**src/rtl/serpentine_error_diffusion_halftone_assert.svh**
```systemverilog
// Assertion macros for the serpentine halftoner.
// Needs nothing else; the halftoner, which checks its own logic, includes it.
`ifndef SERPENTINE_ERROR_DIFFUSION_HALFTONE_ASSERT_SVH
`define SERPENTINE_ERROR_DIFFUSION_HALFTONE_ASSERT_SVH

// The consequent must hold in the same cycle as the antecedent.
`define SEDH_ASSERT_IMP(label, clk, rst_n, ante, cons) \
    label: assert property (@(posedge clk) disable iff (!(rst_n)) (ante) |-> (cons)) \
        else $error("halftoner check failed");

// The consequent must hold in the cycle after the antecedent.
`define SEDH_ASSERT_NEXT(label, clk, rst_n, ante, cons) \
    label: assert property (@(posedge clk) disable iff (!(rst_n)) (ante) |=> (cons)) \
        else $error("halftoner check failed");

`endif

```
**src/rtl/sedh_pkg.sv**
```systemverilog
// Shared types, constants and arithmetic helpers of the serpentine halftoner.
// No dependencies; the RTL files refer to it by scoped names and the testbench imports it.
package sedh_pkg;

    // Field and register widths.
    localparam int GRAY_W      = 8;
    localparam int ERR_W       = 11;
    localparam int WIDTH_CFG_W = 13;
    localparam int HEIGHT_W    = 16;
    localparam int CFG_IDX_W   = 4;
    localparam int CFG_DATA_W  = 16;

    // Register indexes of the configuration channel.
    localparam logic [CFG_IDX_W-1:0] REG_IMAGE_WIDTH  = 4'd0;
    localparam logic [CFG_IDX_W-1:0] REG_IMAGE_HEIGHT = 4'd1;

    // Register values after reset.
    localparam logic [WIDTH_CFG_W-1:0] RESET_WIDTH  = 13'd640;
    localparam logic [HEIGHT_W-1:0]    RESET_HEIGHT = 16'd480;

    // Quantizer levels.
    localparam logic signed [ERR_W-1:0] THRESHOLD = 11'sd128;
    localparam logic signed [ERR_W-1:0] WHITE_ERR = 11'sd255;
    localparam logic [GRAY_W-1:0]       WHITE     = 8'd255;
    localparam logic [GRAY_W-1:0]       BLACK     = 8'd0;

    // Output queue depth and its counter width.
    localparam int OQ_DEPTH = 3;
    localparam int OQ_CNT_W = 2;

    typedef logic signed [ERR_W-1:0] t_err;

    typedef struct packed {
        logic [GRAY_W-1:0] halftone_value;
        logic              row_end;
        logic              image_end;
    } t_result;

    // Clamp a wide sum into the 11-bit signed error range.
    function automatic t_err sat11(input logic signed [13:0] v);
        t_err res;
        if (v < -14'sd1024) begin
            res = -11'sd1024;
        end else if (v > 14'sd1023) begin
            res = 11'sd1023;
        end else begin
            res = v[ERR_W-1:0];
        end
        return res;
    endfunction

    // Divide by 16 with truncation toward zero.
    function automatic t_err div16_trunc(input logic signed [13:0] v);
        logic signed [14:0] adj;
        logic signed [14:0] shifted;
        adj     = {v[13], v} + (v[13] ? 15'sd15 : 15'sd0);
        shifted = adj >>> 4;
        return shifted[ERR_W-1:0];
    endfunction

endpackage

```
**src/rtl/sedh_ifs.sv**
```systemverilog


interface sedh_result_if;
    logic                          valid;
    logic                          ready;
    logic [sedh_pkg::GRAY_W-1:0]   halftone_value;
    logic                          row_end;
    logic                          image_end;
    modport source (output valid, output halftone_value, output row_end,
                    output image_end, input ready);
    modport sink (input valid, input halftone_value, input row_end,
                  input image_end, output ready);
endinterface


```
**src/rtl/sedh_out_queue.sv**
```systemverilog
// Three-entry result queue that decouples the error datapath from the consumer.
// Depends on sedh_pkg and the result channel interface.
module sedh_out_queue (
    input  logic                          i_clk,
    input  logic                          i_rst_n,
    input  logic                          i_push,
    input  sedh_pkg::t_result             i_push_data,
    output logic [sedh_pkg::OQ_CNT_W-1:0] o_count,
    sedh_result_if.source                 o_result
);

    sedh_pkg::t_result                  r_entries [sedh_pkg::OQ_DEPTH];
    logic [sedh_pkg::OQ_CNT_W-1:0]      r_wr_ptr;
    logic [sedh_pkg::OQ_CNT_W-1:0]      r_rd_ptr;
    logic [sedh_pkg::OQ_CNT_W-1:0]      r_count;
    logic                               pop;
    sedh_pkg::t_result                  head;

    localparam logic [sedh_pkg::OQ_CNT_W-1:0] LAST_PTR =
        sedh_pkg::OQ_CNT_W'(sedh_pkg::OQ_DEPTH - 1);

    // The head entry drives the channel directly.
    assign pop                     = o_result.valid && o_result.ready;
    assign head                    = r_entries[r_rd_ptr];
    assign o_result.valid          = (r_count != '0);
    assign o_result.halftone_value = head.halftone_value;
    assign o_result.row_end        = head.row_end;
    assign o_result.image_end      = head.image_end;
    assign o_count                 = r_count;

    // Entry storage; written only at the tail.
    always_ff @(posedge i_clk) begin
        if (i_push) begin
            r_entries[r_wr_ptr] <= i_push_data;
        end
    end

    // Pointers and fill count.
    always_ff @(posedge i_clk) begin
        if (!i_rst_n) begin
            r_wr_ptr <= '0;
            r_rd_ptr <= '0;
            r_count  <= '0;
        end else begin
            if (i_push) begin
                r_wr_ptr <= (r_wr_ptr == LAST_PTR) ? '0 : r_wr_ptr + 1'b1;
            end
            if (pop) begin
                r_rd_ptr <= (r_rd_ptr == LAST_PTR) ? '0 : r_rd_ptr + 1'b1;
            end
            case ({i_push, pop})
                2'b10: begin
                    r_count <= r_count + 1'b1;
                end
                2'b01: begin
                    r_count <= r_count - 1'b1;
                end
                default: begin
                    r_count <= r_count;
                end
            endcase
        end
    end

endmodule

```
**src/flat_wrapper.sv**
```systemverilog
// flat-port wrapper written by rule: the top's interface ports become plain ports
module sedh_out_queue_flat 
  (i_clk, i_rst_n, i_push, i_push_data, o_count, o_result_valid, o_result_halftone_value, o_result_row_end, o_result_image_end, o_result_ready);
  sedh_result_if o_result_i ();
  input  logic i_clk;
  input  logic i_rst_n;
  input  logic i_push;
  input  sedh_pkg::t_result i_push_data;
  output logic [sedh_pkg::OQ_CNT_W-1:0] o_count;
  output wire logic [$bits(o_result_i.valid)-1:0] o_result_valid;
  output wire logic [$bits(o_result_i.halftone_value)-1:0] o_result_halftone_value;
  output wire logic [$bits(o_result_i.row_end)-1:0] o_result_row_end;
  output wire logic [$bits(o_result_i.image_end)-1:0] o_result_image_end;
  input wire logic [$bits(o_result_i.ready)-1:0] o_result_ready;
  assign o_result_valid = o_result_i.valid;
  assign o_result_halftone_value = o_result_i.halftone_value;
  assign o_result_row_end = o_result_i.row_end;
  assign o_result_image_end = o_result_i.image_end;
  assign o_result_i.ready = o_result_ready;
  sedh_out_queue u_core (.i_clk(i_clk), .i_rst_n(i_rst_n), .i_push(i_push), .i_push_data(i_push_data), .o_count(o_count), .o_result(o_result_i));
endmodule
```
**config.mk**
```make
export PLATFORM = sky130hd
export DESIGN_NAME = sedh_out_queue_flat
export DESIGN_NICKNAME = d
export VERILOG_FILES = /design/src/rtl/serpentine_error_diffusion_halftone_assert.svh /design/src/rtl/sedh_pkg.sv /design/src/rtl/sedh_ifs.sv /design/src/rtl/sedh_out_queue.sv /design/src/flat_wrapper.sv
export SDC_FILE = /design/constraint.sdc
export NUM_CORES = 1
export LEC_CHECK = 0
export BUFFER_PORTS_ARGS = -buffer_cell sky130_fd_sc_hd__buf_2
export CAP_MARGIN = 0
export CORE_MARGIN = 2
export CORE_UTILIZATION = 44
export CTS_CLUSTER_DIAMETER = 30
export DETAILED_ROUTE_END_ITERATION = 10
export PLACE_DENSITY_LB_ADDON = 0.08
export SLEW_MARGIN = 20
export SYNTH_ARGS = -nofsm -noshare
export SYNTH_HDL_FRONTEND = slang
export SYNTH_SLANG_ARGS = --single-unit
```
**constraint.sdc**
```tcl
create_clock -name i_clk -period 3.39 [get_ports i_clk]
set_input_delay 0.678 -clock i_clk [delete_from_list [all_inputs] [get_ports i_clk]]
set_output_delay 0.678 -clock i_clk [all_outputs]
set_load 0.02 [all_outputs]
```
==> impl_metrics.yaml <==
worst_setup_path:
  cp_max_fo: 10
  cp_slowest_cell: "dfxtp_1"
  max_stage_delay_ns: 0.73
  critPathKind: "flop to output pin"
  path_cells: "mux2i_1, o21ai_0, buf_2"
  path_buf_inv: 1
  cp_top_family: "flip-flops"
  startpoint_type: "flop"
  required_ns: 2.71
  end_kind: "output pin"
  crit_arrival_ns: 1.62
finish:
  num_antenna_cells: 0
  layout.nets: 142
  nFillCells: 278
  drive_gt1_frac: 0.276
  final_core_util: 0.537
  flow.area_growth_from_synthesis_pct: 16.2
global_routing:
  grt_pass1_wl_mm: 3.60
  track_usage: 0.146
  grt_pass1_vias: 794
  grt_max_degree: 21
  antenna_found_initial: 0
  grt_overflow: 0
floorplan:
  core_mm2: 0.00308
  num_io_pins: 27
  initial_core_util: 0.463
  die_area_mm2: 0.00371
  die_x_um: 60.9
  rows: 20
  die_h_um: 60.9
yosys:
  yosys_register_bits: 38
  seq_area_frac_synth: 0.745
  ys_warn_count: 0
  syn_area_mm2: 0.00142
  ys_types: 22
  synth_area_per_cell_um2: 14.8
  syn_nets: 111
  syn_inst: 96
timing:
  timing.setup.tns_ns: 0
  timing.final.hold_violations: 0
  final_max_slew_viol_count: 0
  fin_skew_ns: 0.00325
  setup_violations: 0
  period_share: 0.678
  timing.final.crit_period_ns: 2.30
  fmax_ghz: 0.435
  grt_setup_unrepaired: "no"
  fin_ws_ns: 1.09
  worst_pin_slew_ns: 0.912
  relSlewSlack: 0.389
clocking:
  cts_root_buf: "clkbuf_4"
  cts-resized-gates: 0
  clk_pin_slew_worst_paths_ns: 0.09
  insertion_delay_ns: 0.33
  cts_buffers: 5
  postCtsHoldBufs: 0
  clk_path_buf_depth: 2
  cts_max_level: 2
  tritoncts: "yes"
  cts.sinks: 38
  post-cts-setup-buffer-count: 0
power:
  clockPowerShare: 0.201
  switchingPower_uw: 306
  power.total_mw: 1.03
  peakVddDrop_mv: 0.275
  combPwrFrac: 0.231
  seqPwrFrac: 0.568
  leakagePower_nw: 0.587
  p_int_uw: 723
  switching_share: 0.297
  powerDensity_mw_per_mm2: 622
place:
  portBuffers: 26
  post-place-ws_ns: 1.34
  place.gp.congestion: 0.661
  dp_hpwl_mm: 1.58
routing:
  drtIter0Drc: 23
  dr.pass1.iters: 4
  via_per_inst: 4.87
  drt-total-wl_mm: 2.28
  ant_nets: 0
  vias: 833
  routedWlPerCell_um: 13.3
  drcViolationCount: 0
hold_path:
  hp-class: "flop to flop"
outcome:
  status: "complete, no violations"
run:
  cap_violations: 0
[tightest hold or removal path: stages (launching register included)]
cell	delay, ns
dfxtp_1	0.33
nand2_1	0.05
a21boi_0	0.08
[path summary, 6_finish.rpt]
check,startpoint,cells after the start,end,slack (ns)
setup / recovery,flop,3,o_result_halftone_value[1],1.09
hold / removal,u_core.r_rd_ptr[1]$_SDFFE_PN0N_,2,flop,0.51
setup reg to reg,u_core.r_wr_ptr[1]$_SDFFE_PN0P_,2,u_core.r_entries[2][4]$_DFFE_PP_,1.88
hold reg to reg,u_core.r_rd_ptr[1]$_SDFFE_PN0N_,2,flop,0.51
[cells by family (layout without fill, tap and decap cells)]
group | count (synthesis) | after routing | share of synthesized area
buffers and inverters | 5 | 36 | 0.0141
AOI/OAI and AO/OA | 17 | 17 | 0.0712
muxes | 10 | 10 | 0.0703
DFF | 38 | 38 | 0.745
and+or+nand+nor | 23 | 23 | 0.0782
xor gates and xnor gates | 2 | 2 | 0.0123
adders and majority gates | 1 | 1 | 0.00879
[cell usage after synthesis]
master	count	area (um2)
nor3_1	1	5.00
dfxtp_1	8	160
xnor2_1	2	17.5
nand2_1	13	48.8
and2_1	1	6.26
nor3b_1	1	7.51
mux2i_1	10	100
o21ai_0	11	55.1
ha_1	1	12.5
clkbuf_1	2	7.51
o21a_1	2	15.0
inv_1	2	7.51
buf_2	1	5.00
nor2b_1	2	12.5
or3_1	2	12.5
nor2_1	1	3.75
or2_2	1	6.26
o21ai_2	1	8.76
or3b_1	1	8.76
edfxtp_1	30	901
a21boi_0	2	15.0
a21boi_1	1	7.51
[stage by stage]
step	cell area, um2	hold WS (ns)	instances
after global routing	1650	0.516	171
final	1650	0.511	171
after global placement	1610	0.484	164
after detailed placement	1610	0.503	164
after CTS	1650	0.516	171
after floorplan	1420	0.466	96
[sequential cells by signal (all words and copies together), names as in the netlist, named ones only]
signal	flops
u_core.o_count	2
u_core.r_entries	30
u_core.r_rd_ptr	2
u_core.r_wr_ptr	2
[placed cells by master, fill, tap and decap left out, drive strengths merged]
cell / netlist / layout
or3b: 1 / 1
buf: 1 / 27
nor2: 1 / 1
ha: 1 / 1
nor2b: 2 / 2
o21ai: 12 / 12
nand2: 13 / 13
and2: 1 / 1
o21a: 2 / 2
nor3b: 1 / 1
edfxtp: 30 / 30
mux2i: 10 / 10
dfxtp: 8 / 8
or3: 2 / 2
or2: 1 / 1
xnor2: 2 / 2
inv: 2 / 2
nor3: 1 / 1
a21boi: 3 / 3
clkbuf: 2 / 7
[per-layer routing]
metal	wire length [um]	share of wire	track usage	vias to the layer above
li1	-	-	-	416
met1	965	0.42	0.163	391
met2	1170	0.51	0.241	24
met3	127	0.056	0.0704	2
met4	16	0.0070	0.0559	0
met5	0	0	0	-
[area by class of cell]
type	instances	area (um2)	share of cell area
Sequential cell	38	1060	0.641
Multi-Input combinational cell	53	348	0.210
Timing Repair Buffer	27	138	0.0832
Tap cell	44	55.1	0.0333
Clock buffer	7	45.0	0.0272
Inverter	2	7.51	0.00454
[power by group through the flow]
stage	clock network, mW	logic, mW	registers [mW]
4_1_cts	0.216	0.243	0.587
6_report	0.207	0.238	0.584
3_5_place_dp	0	0.242	0.598
2_1_floorplan	0	0.174	0.583
5_1_grt	0.237	0.264	0.591
3_3_place_gp	0	0.237	0.595
No activity file was read; power rests on OpenSTA's default activity.
